[config.mk]
export PLATFORM = sky130hd
export DESIGN_NAME = terminal_key_escape_decoder_core_flat
export DESIGN_NICKNAME = d
export VERILOG_FILES = /design/src/tked_pkg.sv /design/src/tked_in_if.sv /design/src/tked_out_if.sv /design/src/tked_front.sv /design/src/tked_queue.sv /design/src/tked_back.sv /design/src/terminal_key_escape_decoder_core.sv /design/src/flat_wrapper.sv
export SDC_FILE = /design/constraint.sdc
export NUM_CORES = 1
export LEC_CHECK = 0
export BUFFER_PORTS_ARGS = -buffer_cell sky130_fd_sc_hd__buf_2
export CORE_ASPECT_RATIO = 0.75
export CORE_UTILIZATION = 42
export CTS_CLUSTER_SIZE = 25
export DETAILED_ROUTE_END_ITERATION = 8
export PLACE_DENSITY = 0.56
export SLEW_MARGIN = 40
export SYNTH_ARGS = -nofsm -noshare
export SYNTH_HDL_FRONTEND = slang
export SYNTH_HIERARCHICAL = 1
export SYNTH_SLANG_ARGS = --single-unit
[constraint.sdc]
create_clock -name i_clk -period 4.05 [get_ports i_clk]
set_input_delay 0.405 -clock i_clk [delete_from_list [all_inputs] [get_ports i_clk]]
set_output_delay 0.405 -clock i_clk [all_outputs]
set_load 0.005 [all_outputs]
[src/tked_pkg.sv]
`timescale 1ns / 1ps
// ----------------------------------------------------------------------------
// Terminal key decoder package
// Byte classes, token format and key codes shared by the decoder modules.
// ----------------------------------------------------------------------------
package tked_pkg;

    localparam logic [7:0] CHAR_ESC      = 8'h1b;
    localparam logic [7:0] CHAR_LBRACKET = 8'h5b;
    localparam logic [7:0] CHAR_UPPER_O  = 8'h4f;
    localparam logic [7:0] CHAR_TILDE    = 8'h7e;
    localparam logic [7:0] CHAR_UPPER_C  = 8'h43;
    localparam logic [7:0] CHAR_UPPER_D  = 8'h44;
    localparam logic [7:0] CHAR_UPPER_H  = 8'h48;
    localparam logic [7:0] CHAR_UPPER_F  = 8'h46;
    localparam logic [7:0] CHAR_LOWER_Q  = 8'h71;
    localparam logic [7:0] CHAR_UPPER_Q  = 8'h51;
    localparam logic [7:0] CHAR_ZERO     = 8'h30;
    localparam logic [7:0] CHAR_NINE     = 8'h39;

    localparam logic CMD_BYTE    = 1'b0;
    localparam logic CMD_TIMEOUT = 1'b1;

    localparam int unsigned ACC_W = 8;
    localparam logic [ACC_W-1:0] ACC_MAX = 8'd255;

    typedef enum logic [3:0] {
        CLS_OTHER    = 4'd0,
        CLS_ESC      = 4'd1,
        CLS_LBRACKET = 4'd2,
        CLS_UPPER_O  = 4'd3,
        CLS_TILDE    = 4'd4,
        CLS_C        = 4'd5,
        CLS_D        = 4'd6,
        CLS_H        = 4'd7,
        CLS_F        = 4'd8,
        CLS_QUIT     = 4'd9,
        CLS_DIGIT    = 4'd10,
        CLS_TIMEOUT  = 4'd11
    } t_byte_class;

    typedef struct packed {
        t_byte_class cls;
        logic [3:0]  digit;
    } t_token;

    typedef enum logic [2:0] {
        KEY_NONE  = 3'd0,
        KEY_QUIT  = 3'd1,
        KEY_RIGHT = 3'd2,
        KEY_LEFT  = 3'd3,
        KEY_HOME  = 3'd4,
        KEY_END   = 3'd5,
        KEY_PGUP  = 3'd6,
        KEY_PGDN  = 3'd7
    } t_key;

endpackage

[src/tked_in_if.sv]
`timescale 1ns / 1ps
// ----------------------------------------------------------------------------
// Terminal key decoder input channel
// Carries one received byte or one timeout tick per word.
// ----------------------------------------------------------------------------
interface tked_in_if;
    logic       valid;
    logic       ready;
    logic       command;
    logic [7:0] byte_value;

    modport source (output valid, output command, output byte_value, input ready);
    modport sink   (input valid, input command, input byte_value, output ready);
endinterface

[src/tked_out_if.sv]
`timescale 1ns / 1ps
// ----------------------------------------------------------------------------
// Terminal key decoder output channel
// Carries one key code per word.
// ----------------------------------------------------------------------------
interface tked_out_if;
    logic       valid;
    logic       ready;
    logic [2:0] key_code;

    modport source (output valid, output key_code, input ready);
    modport sink   (input valid, input key_code, output ready);
endinterface

[src/tked_front.sv]
`timescale 1ns / 1ps
// ----------------------------------------------------------------------------
// Terminal key decoder front end
// Accepts input words and classifies each into a compact token.
// ----------------------------------------------------------------------------
module tked_front (
    input  logic            i_clk,
    input  logic            i_rst_n,
    input  logic            i_valid,
    output logic            o_ready,
    input  logic            i_command,
    input  logic [7:0]      i_byte_value,
    output logic            o_tok_valid,
    input  logic            i_tok_ready,
    output tked_pkg::t_token o_tok
);

    logic             r_valid;
    tked_pkg::t_token r_tok;
    tked_pkg::t_token n_tok;
    logic             w_accept;

    always_comb begin
        n_tok.digit = i_byte_value[3:0];
        n_tok.cls   = tked_pkg::CLS_OTHER;
        if (i_command == tked_pkg::CMD_TIMEOUT) begin
            n_tok.cls = tked_pkg::CLS_TIMEOUT;
        end else if (i_byte_value >= tked_pkg::CHAR_ZERO &&
                     i_byte_value <= tked_pkg::CHAR_NINE) begin
            n_tok.cls = tked_pkg::CLS_DIGIT;
        end else begin
            unique case (i_byte_value)
                tked_pkg::CHAR_ESC:      n_tok.cls = tked_pkg::CLS_ESC;
                tked_pkg::CHAR_LBRACKET: n_tok.cls = tked_pkg::CLS_LBRACKET;
                tked_pkg::CHAR_UPPER_O:  n_tok.cls = tked_pkg::CLS_UPPER_O;
                tked_pkg::CHAR_TILDE:    n_tok.cls = tked_pkg::CLS_TILDE;
                tked_pkg::CHAR_UPPER_C:  n_tok.cls = tked_pkg::CLS_C;
                tked_pkg::CHAR_UPPER_D:  n_tok.cls = tked_pkg::CLS_D;
                tked_pkg::CHAR_UPPER_H:  n_tok.cls = tked_pkg::CLS_H;
                tked_pkg::CHAR_UPPER_F:  n_tok.cls = tked_pkg::CLS_F;
                tked_pkg::CHAR_LOWER_Q,
                tked_pkg::CHAR_UPPER_Q:  n_tok.cls = tked_pkg::CLS_QUIT;
                default:                 n_tok.cls = tked_pkg::CLS_OTHER;
            endcase
        end
    end

    assign o_ready     = !r_valid || i_tok_ready;
    assign w_accept    = i_valid && o_ready;
    assign o_tok_valid = r_valid;
    assign o_tok       = r_tok;

    always_ff @(posedge i_clk) begin
        if (!i_rst_n) begin
            r_valid <= 1'b0;
        end else if (w_accept) begin
            r_valid <= 1'b1;
        end else if (i_tok_ready) begin
            r_valid <= 1'b0;
        end
    end

    always_ff @(posedge i_clk) begin
        if (w_accept) begin
            r_tok <= n_tok;
        end
    end

endmodule

[src/tked_queue.sv]
`timescale 1ns / 1ps
// ----------------------------------------------------------------------------
// Terminal key decoder token queue
// Two-entry first-in first-out buffer between front and back ends.
// ----------------------------------------------------------------------------
module tked_queue (
    input  logic             i_clk,
    input  logic             i_rst_n,
    input  logic             i_push_valid,
    output logic             o_push_ready,
    input  tked_pkg::t_token i_push_tok,
    output logic             o_pop_valid,
    input  logic             i_pop_ready,
    output tked_pkg::t_token o_pop_tok
);

    tked_pkg::t_token r_slot [2];
    logic             r_wr_ptr;
    logic             r_rd_ptr;
    logic [1:0]       r_count;
    logic             w_push;
    logic             w_pop;

    assign o_push_ready = (r_count != 2'd2);
    assign o_pop_valid  = (r_count != 2'd0);
    assign o_pop_tok    = r_slot[r_rd_ptr];
    assign w_push       = i_push_valid && o_push_ready;
    assign w_pop        = o_pop_valid && i_pop_ready;

    always_ff @(posedge i_clk) begin
        if (!i_rst_n) begin
            r_wr_ptr <= 1'b0;
            r_rd_ptr <= 1'b0;
            r_count  <= 2'd0;
        end else begin
            if (w_push) begin
                r_wr_ptr <= ~r_wr_ptr;
            end
            if (w_pop) begin
                r_rd_ptr <= ~r_rd_ptr;
            end
            if (w_push && !w_pop) begin
                r_count <= r_count + 2'd1;
            end else if (w_pop && !w_push) begin
                r_count <= r_count - 2'd1;
            end
        end
    end

    always_ff @(posedge i_clk) begin
        if (w_push) begin
            r_slot[r_wr_ptr] <= i_push_tok;
        end
    end

endmodule

[src/tked_back.sv]
`timescale 1ns / 1ps
// ----------------------------------------------------------------------------
// Terminal key decoder back end
// Runs the escape-sequence parser on tokens and registers the key code.
// ----------------------------------------------------------------------------
module tked_back (
    input  logic             i_clk,
    input  logic             i_rst_n,
    input  logic             i_tok_valid,
    output logic             o_tok_ready,
    input  tked_pkg::t_token i_tok,
    output logic             o_valid,
    input  logic             i_ready,
    output logic [2:0]       o_key_code
);

    typedef enum logic [4:0] {
        ST_IDLE    = 5'b00001,
        ST_ESC     = 5'b00010,
        ST_CSI     = 5'b00100,
        ST_CSI_NUM = 5'b01000,
        ST_SS3     = 5'b10000
    } t_state;

    t_state                          r_state;
    t_state                          n_state;
    logic [tked_pkg::ACC_W-1:0]      r_acc;
    logic [tked_pkg::ACC_W-1:0]      n_acc;
    tked_pkg::t_key                  r_key;
    tked_pkg::t_key                  n_key;
    logic                            r_out_valid;
    logic                            w_take;
    logic [tked_pkg::ACC_W+3:0]      w_acc_next;
    tked_pkg::t_key                  w_idle_key;
    t_state                          w_idle_state;

    assign o_tok_ready = !r_out_valid || i_ready;
    assign w_take      = i_tok_valid && o_tok_ready;
    assign o_valid     = r_out_valid;
    assign o_key_code  = r_key;

    // acc * 10 + digit, as shifts and adds
    assign w_acc_next = {1'b0, r_acc, 3'b000} + {3'b000, r_acc, 1'b0}
                      + {{tked_pkg::ACC_W{1'b0}}, i_tok.digit};

    // Behaviour of a byte seen in idle; also used when a lone ESC is abandoned.
    always_comb begin
        w_idle_state = ST_IDLE;
        w_idle_key   = tked_pkg::KEY_NONE;
        unique case (i_tok.cls)
            tked_pkg::CLS_ESC:  w_idle_state = ST_ESC;
            tked_pkg::CLS_QUIT: w_idle_key   = tked_pkg::KEY_QUIT;
            default:            w_idle_key   = tked_pkg::KEY_NONE;
        endcase
    end

    always_comb begin
        n_state = ST_IDLE;
        n_acc   = '0;
        n_key   = tked_pkg::KEY_NONE;
        if (i_tok.cls == tked_pkg::CLS_TIMEOUT) begin
            if (r_state == ST_ESC) begin
                n_key = tked_pkg::KEY_QUIT;
            end
        end else begin
            unique case (r_state)
                ST_ESC: begin
                    if (i_tok.cls == tked_pkg::CLS_LBRACKET) begin
                        n_state = ST_CSI;
                    end else if (i_tok.cls == tked_pkg::CLS_UPPER_O) begin
                        n_state = ST_SS3;
                    end else begin
                        n_state = w_idle_state;
                        n_key   = w_idle_key;
                    end
                end
                ST_CSI: begin
                    unique case (i_tok.cls)
                        tked_pkg::CLS_DIGIT: begin
                            n_state = ST_CSI_NUM;
                            n_acc   = {{(tked_pkg::ACC_W-4){1'b0}}, i_tok.digit};
                        end
                        tked_pkg::CLS_C: n_key = tked_pkg::KEY_RIGHT;
                        tked_pkg::CLS_D: n_key = tked_pkg::KEY_LEFT;
                        tked_pkg::CLS_H: n_key = tked_pkg::KEY_HOME;
                        tked_pkg::CLS_F: n_key = tked_pkg::KEY_END;
                        default:         n_key = tked_pkg::KEY_NONE;
                    endcase
                end
                ST_CSI_NUM: begin
                    if (i_tok.cls == tked_pkg::CLS_DIGIT) begin
                        n_state = ST_CSI_NUM;
                        if (w_acc_next[tked_pkg::ACC_W+3:tked_pkg::ACC_W] != 4'd0) begin
                            n_acc = tked_pkg::ACC_MAX;
                        end else begin
                            n_acc = w_acc_next[tked_pkg::ACC_W-1:0];
                        end
                    end else if (i_tok.cls == tked_pkg::CLS_TILDE) begin
                        unique case (r_acc) inside
                            8'd1, 8'd7: n_key = tked_pkg::KEY_HOME;
                            8'd4, 8'd8: n_key = tked_pkg::KEY_END;
                            8'd5:       n_key = tked_pkg::KEY_PGUP;
                            8'd6:       n_key = tked_pkg::KEY_PGDN;
                            default:    n_key = tked_pkg::KEY_NONE;
                        endcase
                    end
                end
                ST_SS3: begin
                    unique case (i_tok.cls)
                        tked_pkg::CLS_H: n_key = tked_pkg::KEY_HOME;
                        tked_pkg::CLS_F: n_key = tked_pkg::KEY_END;
                        default:         n_key = tked_pkg::KEY_NONE;
                    endcase
                end
                default: begin
                    n_state = w_idle_state;
                    n_key   = w_idle_key;
                end
            endcase
        end
    end

    always_ff @(posedge i_clk) begin
        if (!i_rst_n) begin
            r_state     <= ST_IDLE;
            r_acc       <= '0;
            r_out_valid <= 1'b0;
        end else begin
            if (w_take) begin
                r_state     <= n_state;
                r_acc       <= n_acc;
                r_out_valid <= 1'b1;
            end else if (i_ready) begin
                r_out_valid <= 1'b0;
            end
        end
    end

    always_ff @(posedge i_clk) begin
        if (w_take) begin
            r_key <= n_key;
        end
    end

endmodule

[src/terminal_key_escape_decoder_core.sv]
`timescale 1ns / 1ps
// ----------------------------------------------------------------------------
// Terminal key escape decoder
// Turns keyboard bytes and timeout ticks into one key code per input word.
// ----------------------------------------------------------------------------
//  Channel   Direction  Word contents
//  i_item    in         command (byte or timeout), byte_value
//  o_key     out        key_code
//
//  One word is accepted per cycle when the output is drained; each input word
//  gives exactly one output word, through the front register, the queue and
//  the output register.
//  Reset (i_rst_n low, synchronous) returns the parser to idle and empties
//  every stage. A stall on o_key fills the two-entry queue and the front
//  register before i_item.ready falls.
// ----------------------------------------------------------------------------
module terminal_key_escape_decoder_core (
    input  logic       i_clk,
    input  logic       i_rst_n,
    tked_in_if.sink    i_item,
    tked_out_if.source o_key
);

    logic             w_front_valid;
    logic             w_front_ready;
    tked_pkg::t_token w_front_tok;
    logic             w_back_valid;
    logic             w_back_ready;
    tked_pkg::t_token w_back_tok;

    tked_front u_front (
        .i_clk        (i_clk),
        .i_rst_n      (i_rst_n),
        .i_valid      (i_item.valid),
        .o_ready      (i_item.ready),
        .i_command    (i_item.command),
        .i_byte_value (i_item.byte_value),
        .o_tok_valid  (w_front_valid),
        .i_tok_ready  (w_front_ready),
        .o_tok        (w_front_tok)
    );

    tked_queue u_queue (
        .i_clk        (i_clk),
        .i_rst_n      (i_rst_n),
        .i_push_valid (w_front_valid),
        .o_push_ready (w_front_ready),
        .i_push_tok   (w_front_tok),
        .o_pop_valid  (w_back_valid),
        .i_pop_ready  (w_back_ready),
        .o_pop_tok    (w_back_tok)
    );

    tked_back u_back (
        .i_clk       (i_clk),
        .i_rst_n     (i_rst_n),
        .i_tok_valid (w_back_valid),
        .o_tok_ready (w_back_ready),
        .i_tok       (w_back_tok),
        .o_valid     (o_key.valid),
        .i_ready     (o_key.ready),
        .o_key_code  (o_key.key_code)
    );

endmodule

[src/flat_wrapper.sv]
// flat-port wrapper written by rule: the top's interface ports become plain ports
module terminal_key_escape_decoder_core_flat 
  (i_clk, i_rst_n, i_item_valid, i_item_command, i_item_byte_value, i_item_ready, o_key_valid, o_key_key_code, o_key_ready);
  tked_in_if i_item_i ();
  tked_out_if o_key_i ();
  input  logic i_clk;
  input  logic i_rst_n;
  input wire logic [$bits(i_item_i.valid)-1:0] i_item_valid;
  input wire logic [$bits(i_item_i.command)-1:0] i_item_command;
  input wire logic [$bits(i_item_i.byte_value)-1:0] i_item_byte_value;
  output wire logic [$bits(i_item_i.ready)-1:0] i_item_ready;
  output wire logic [$bits(o_key_i.valid)-1:0] o_key_valid;
  output wire logic [$bits(o_key_i.key_code)-1:0] o_key_key_code;
  input wire logic [$bits(o_key_i.ready)-1:0] o_key_ready;
  assign i_item_i.valid = i_item_valid;
  assign i_item_i.command = i_item_command;
  assign i_item_i.byte_value = i_item_byte_value;
  assign i_item_ready = i_item_i.ready;
  assign o_key_valid = o_key_i.valid;
  assign o_key_key_code = o_key_i.key_code;
  assign o_key_i.ready = o_key_ready;
  terminal_key_escape_decoder_core u_core (.i_clk(i_clk), .i_rst_n(i_rst_n), .i_item(i_item_i), .o_key(o_key_i));
endmodule
---- After elaboration in Yosys (flattened, before gate mapping) ----
Memories as Yosys holds them, arrays and structs flattened. A register that Yosys moved wholly into a read port is not among the register bits.
Cells that the tools add are included.
operators by class
  reductions and logical operators ........ 22
  add/sub/neg operators ................... 4
  muxes and demuxes ....................... 34
  eq/ne operators ......................... 32
  $lt $le $gt $ge ......................... 2
  bitwise logic cells ..................... 2
operators by type and width
  cell                                                                count
  == test 8 x 7 -> 1 bit (second input constant)                      9
  one-hot mux 3 bit (4 select lines)                                  3
  one-hot mux 4 bit (9 select lines)                                  1
  == test 8 x 3 -> 1 bit (second input constant)                      4
  two-way mux 8 bit                                                   3
  == test 4 x 3 -> 1 bit (second input constant)                      4
  == test 4 bit (second input constant)                               4
  one-hot mux 8 bit (2 select lines)                                  1
  two-way mux 5 bit                                                   3
  one-hot mux 5 bit (3 select lines)                                  1
  two-way mux 1 bit                                                   13
  adder 11 x 9 -> 12 bit                                              1
  adder 12 x 4 -> 12 bit                                              1
  OR reduction 2 bit                                                  5
  two-way mux 3 bit                                                   3
  == test 4 x 2 -> 1 bit (second input constant)                      2
  == test 8 x 1 -> 1 bit (second input constant)                      1
  == test 8 x 4 -> 1 bit (second input constant)                      1
  == test 8 x 5 -> 1 bit (second input constant)                      1
  greater-or-equal comparator 8 x 6 -> 1 bit (second input constant)  1
  less-or-equal comparator 8 x 6 -> 1 bit (second input constant)     1
  two-way mux 4 bit                                                   2
  nonzero test 2 bit                                                  4
  logical AND 1 bit                                                   6
  14 further kinds                                                    21
storage, ports and cells
  bits in writable memories ............... 16
  word-level logic and storage cells ...... 108
  register bits ........................... 30
  output and inout port bits .............. 5
  bits of input ports ..................... 13
  memories ................................ 1
memories
  name                   words  bits a word  read ports  clocked after memory_dff  write ports  RTL line          text
  u_core.u_queue.r_slot  2      8            1           1                         1            tked_queue.sv:17  tked_pkg::t_token r_slot [2];

---- Logic depth before layout (Yosys ltp) ----
  depth after elaboration ................. 7
  mapped depth ............................ 12
  gate-level depth less buffers ........... 11

---- Modules after synthesis ----
The synthesis kept the hierarchy.
modules (own cells, without submodules)
  module      times used  seq. area each (um2)  cells an instance  area an instance (um2)
  tked_back   1           370.4                 196                1606.5
  tked_queue  1           580.6                 50                 809.5
  tked_front  1           260.2                 45                 530.5

---- Least setup slack after synthesis ----
No wires, ideal clock.
  path kind ............................... reg-to-reg
  from .................................... reg (tool-made name)
  to ...................................... reg u_core/u_back/r_acc[0] in the netlist's numbering
  data required time ...................... 3920 ps
  buffers on the path ..................... 1
  library setup time ...................... 130 ps
  setup slack ............................. 1044 ps
  clock period less this slack ............ 3006 ps
  stages on the path, launching flop included .. 12
  arrival ................................. 2876 ps
  path through ............................ dfxtp_1 > buf_2 > mux2_2 > fa_1 > inv_1 > fa_1 > nand2b_1 > a21o_1 > a21o_1 > o311a_1 > nor3_4 > o21ai_0
RTL lines
  element                 RTL line          text
  end signal: assignment  tked_back.sv:131  r_acc <= n_acc;
  end: declaration        tked_back.sv:27   logic [tked_pkg::ACC_W-1:0] r_acc;

==> results by group <==
Clock network
  – Hold buffers post-CTS: 0
  – CTS H-tree depth: 2
  – Resized cells post-CTS: 0
  – Setup bufs post-CTS: 0
  – CTS tree: built
  – Worst skew pair latency: 310 ps
  – CTS Buffer Depth: 2
  – Root buf cell: clkbuf_8
  – Cts bufs inserted: 5
  – Total clock sinks: 47
  – CTS clk-pin slew, worst paths: 90 ps

Yosys
  – Post-synthesis instance area: 0.002947 mm²
  – Synth Instances: 291
  – Syn_area_per_cell: 10.13 µm²
  – FF+latch count, synth: 47
  – Synthesis Warnings: 6
  – Ys async rst share: 0%
  – Post-synth cell types: 64
  – Syn_nets: 322
  – Ys flop type: edfxtp_1
  – EDFF count, synth: 27
  – Post-synthesis sequential area ratio: 41.10%

Power and ir drop
  – Max IR drop VDD: 176.3 µV
  – Leakage: 1.223 nW
  – Pwr/cell area: 396.0 mW/mm²

Setup path
  – R2R Setup Slk: 960 ps
  – Required time of the critical path: 4230 ps
  – FF-to-FF path depth: 12
  – Reg2reg end: u_core/u_back/r_acc[0]
  – Startpoint Class: flip-flop
  – Crit path max fanout: 8
  – WP data arrival: 3270 ps
  – Critical path type: flip-flop to flip-flop
  – Crit end category: flip-flop

STA
  – Setup violation total in the final timing report: 0
  – Tightest Pin Transition: 475.5 ps
  – Worst rel slew slack: 68.05%
  – Setup TNS: 0 ps
  – Unrepaired setup endpoints after global routing: false
  – Crit path time final: 3090 ps
  – Period Utilization, post-route: 76.29%
  – Slew Limit Fails: 0
  – F_max: 323.7 MHz
  – Final Skew: 10.41 ps
  – Final Hold Fails: 0

Placement
  – PortBufs: 17
  – Dpl cells: 381
  – Routability Congestion: 0.8326
  – Post-DP HPWL: 4191 µm
  – DP Area: 0.003044 mm²

Drt
  – DRT iter0 DRCs: 86
  – DRC viols: 0
  – Total routed wirelength: 5650 µm
  – Routed Antenna Nets: 0
  – Avg Vias per Cell: 5.499
  – TritonRoute pass-1 iters: 4
  – Via count: 2,139
  – Wire per inst: 14.52 µm

Worst hold path
  – Hold path startpoint: i_item_valid
  – WHS Path Cells: 3
  – Worst hold path type: input port to flip-flop
  – Hold Path End: u_core/u_front/o_tok_valid

Floorplan
  – IO Pins: 18
  – Rows: 26
  – Die area: 0.007358 mm²
  – Initial core utilization: 43.34%
  – Core area: 0.006799 mm²
  – Die H: 74.54 µm
  – Die W: 98.72 µm

Final layout
  – Nets: 335
  – Most frequent cells in the layout: 27 x edfxtp_1, 21 x nor2_1, 20 x dfxtp_1
  – Syn-to-layout area delta: 6.497%
  – Fin cells: 389
  – Filler cells: 653
  – Layout cells sized above 1: 16.07%
  – Diodes inserted: 0
  – Commonest non-fill, non-tap cell in the layout: edfxtp_1
  – Fin area: 0.003138 mm²

Run status
  – Outcome: complete, no violations

Global routing
  – Initial antenna violation count: 0
  – Grt ovf: 0
  – Tot GR Track Use: 16.88%
  – First-pass GRT wire length: 9639 µm
  – Vias in the first global route: 1,911
  – Pin count of the biggest net entering global routing: 18

Run
  – Max_cap viols: 0
[kinds of logic after synthesis]
logic type                 Yosys count  share of synthesized area (%)
and+or+nand+nor                    110                          23.44
AOI/OAI and AO/OA                   74                          16.18
DFF                                 47                          41.10
buffers and inverters               23                          4.798
adders and majority gates           18                          8.153
xor gates and xnor gates            11                          3.270
muxes                                8                          3.057
[worst max path at each step]
stage	start	endpoint	cells past startpoint	slack (ps)
finish	flip-flop	u_core/u_back/r_acc[0]	12	960
global route	flip-flop	u_core/u_back/r_acc[0]	12	820
CTS	flip-flop	u_core/u_back/r_acc[0]	12	950
detailed placement	flip-flop	u_core/u_back/r_acc[0]	12	990
global placement	flip-flop	u_core/u_back/r_acc[0]	10	1050
floorplan	flip-flop	u_core/u_back/r_acc[0]	11	1040
[cell usage after synthesis (4+ instances only)]
cell type | instances | area (µm²)
nor4bb_1 | 5 | 50.05
xor2_1 | 10 | 87.58
o211ai_1 | 4 | 30.03
nor3_1 | 4 | 20.02
a21oi_1 | 19 | 95.09
inv_1 | 11 | 41.29
mux2_2 | 8 | 90.09
dfxtp_1 | 20 | 400.4
o21ai_0 | 18 | 90.09
edfxtp_1 | 27 | 810.8
nand2b_1 | 8 | 50.05
nand2_1 | 17 | 63.81
ha_1 | 16 | 200.2
buf_6 | 4 | 45.04
a21o_1 | 5 | 37.54
nand3_1 | 11 | 55.05
a21boi_0 | 4 | 30.03
and2_1 | 6 | 37.54
nor2_1 | 21 | 78.83
[where the power goes]
group	leakage, nW	switching [mW]	total, mW	internal, mW
logic	0.761	0.211	0.356	0.146
registers	0.418	0.0273	0.594	0.566
clock network	0.0443	0.169	0.293	0.124
total	1.22	0.407	1.24	0.835
[layer usage]
layer  vias to the layer above  GRT usage, %  part of all wire, %
met5                         -             0                    0
met4                         0         4.975                 0.80
met3                         4         3.102                  4.2
met2                        43         24.41                   38
met1                       984         25.60                   57
li1                       1108             -                    -
[worst max-delay path: stages, from the launching register on]
cell      delay [ps]
dfxtp_1          350
buf_4            170
mux2_2           350
ha_1             290
ha_1             210
inv_1             70
fa_1             370
nand2b_1         190
a21o_1           210
a21o_1           170
o311a_1          130
nor3_4           330
o21ai_0          140
[layout make-up]
type | count | area [µm²] | area share (%)
Inverter | 11 | 41.29 | 1.316
Multi-Input combinational cell | 221 | 1594 | 50.80
Timing Repair Buffer | 18 | 92.59 | 2.951
Clock inverter | 3 | 25.02 | 0.7974
Clock buffer | 5 | 68.82 | 2.193
Tap cell | 84 | 105.1 | 3.349
Sequential cell | 47 | 1211 | 38.60
[through the flow]
step                      power [mW]  hold slack (ps)  util (%)  setup slack (ps)
after detailed placement      0.9595            429.6     44.77             987.6
final                          1.243            348.7     46.15             960.2
after floorplan               0.8860            421.5         -              1044
after CTS                      1.253            339.9     46.15             951.0
after global placement        0.9596            423.5     44.77              1046
after global routing           1.322            374.3     46.15             817.1
[sequential cells by signal, summed over array words and instances, names as in the netlist, named ones only]
signal / cells
u_core/u_back/r_state: 5
u_core/u_queue/r_wr_ptr: 1
u_core/u_back/o_valid: 1
u_core/u_back/r_acc: 8
u_core/u_front/o_tok: 8
u_core/u_back/o_key_code: 3
u_core/u_front/o_tok_valid: 1
u_core/u_queue/r_count: 2
u_core/u_queue/r_rd_ptr: 1
u_core/u_queue/r_slot: 16
Power figures use the tool's default switching activity.
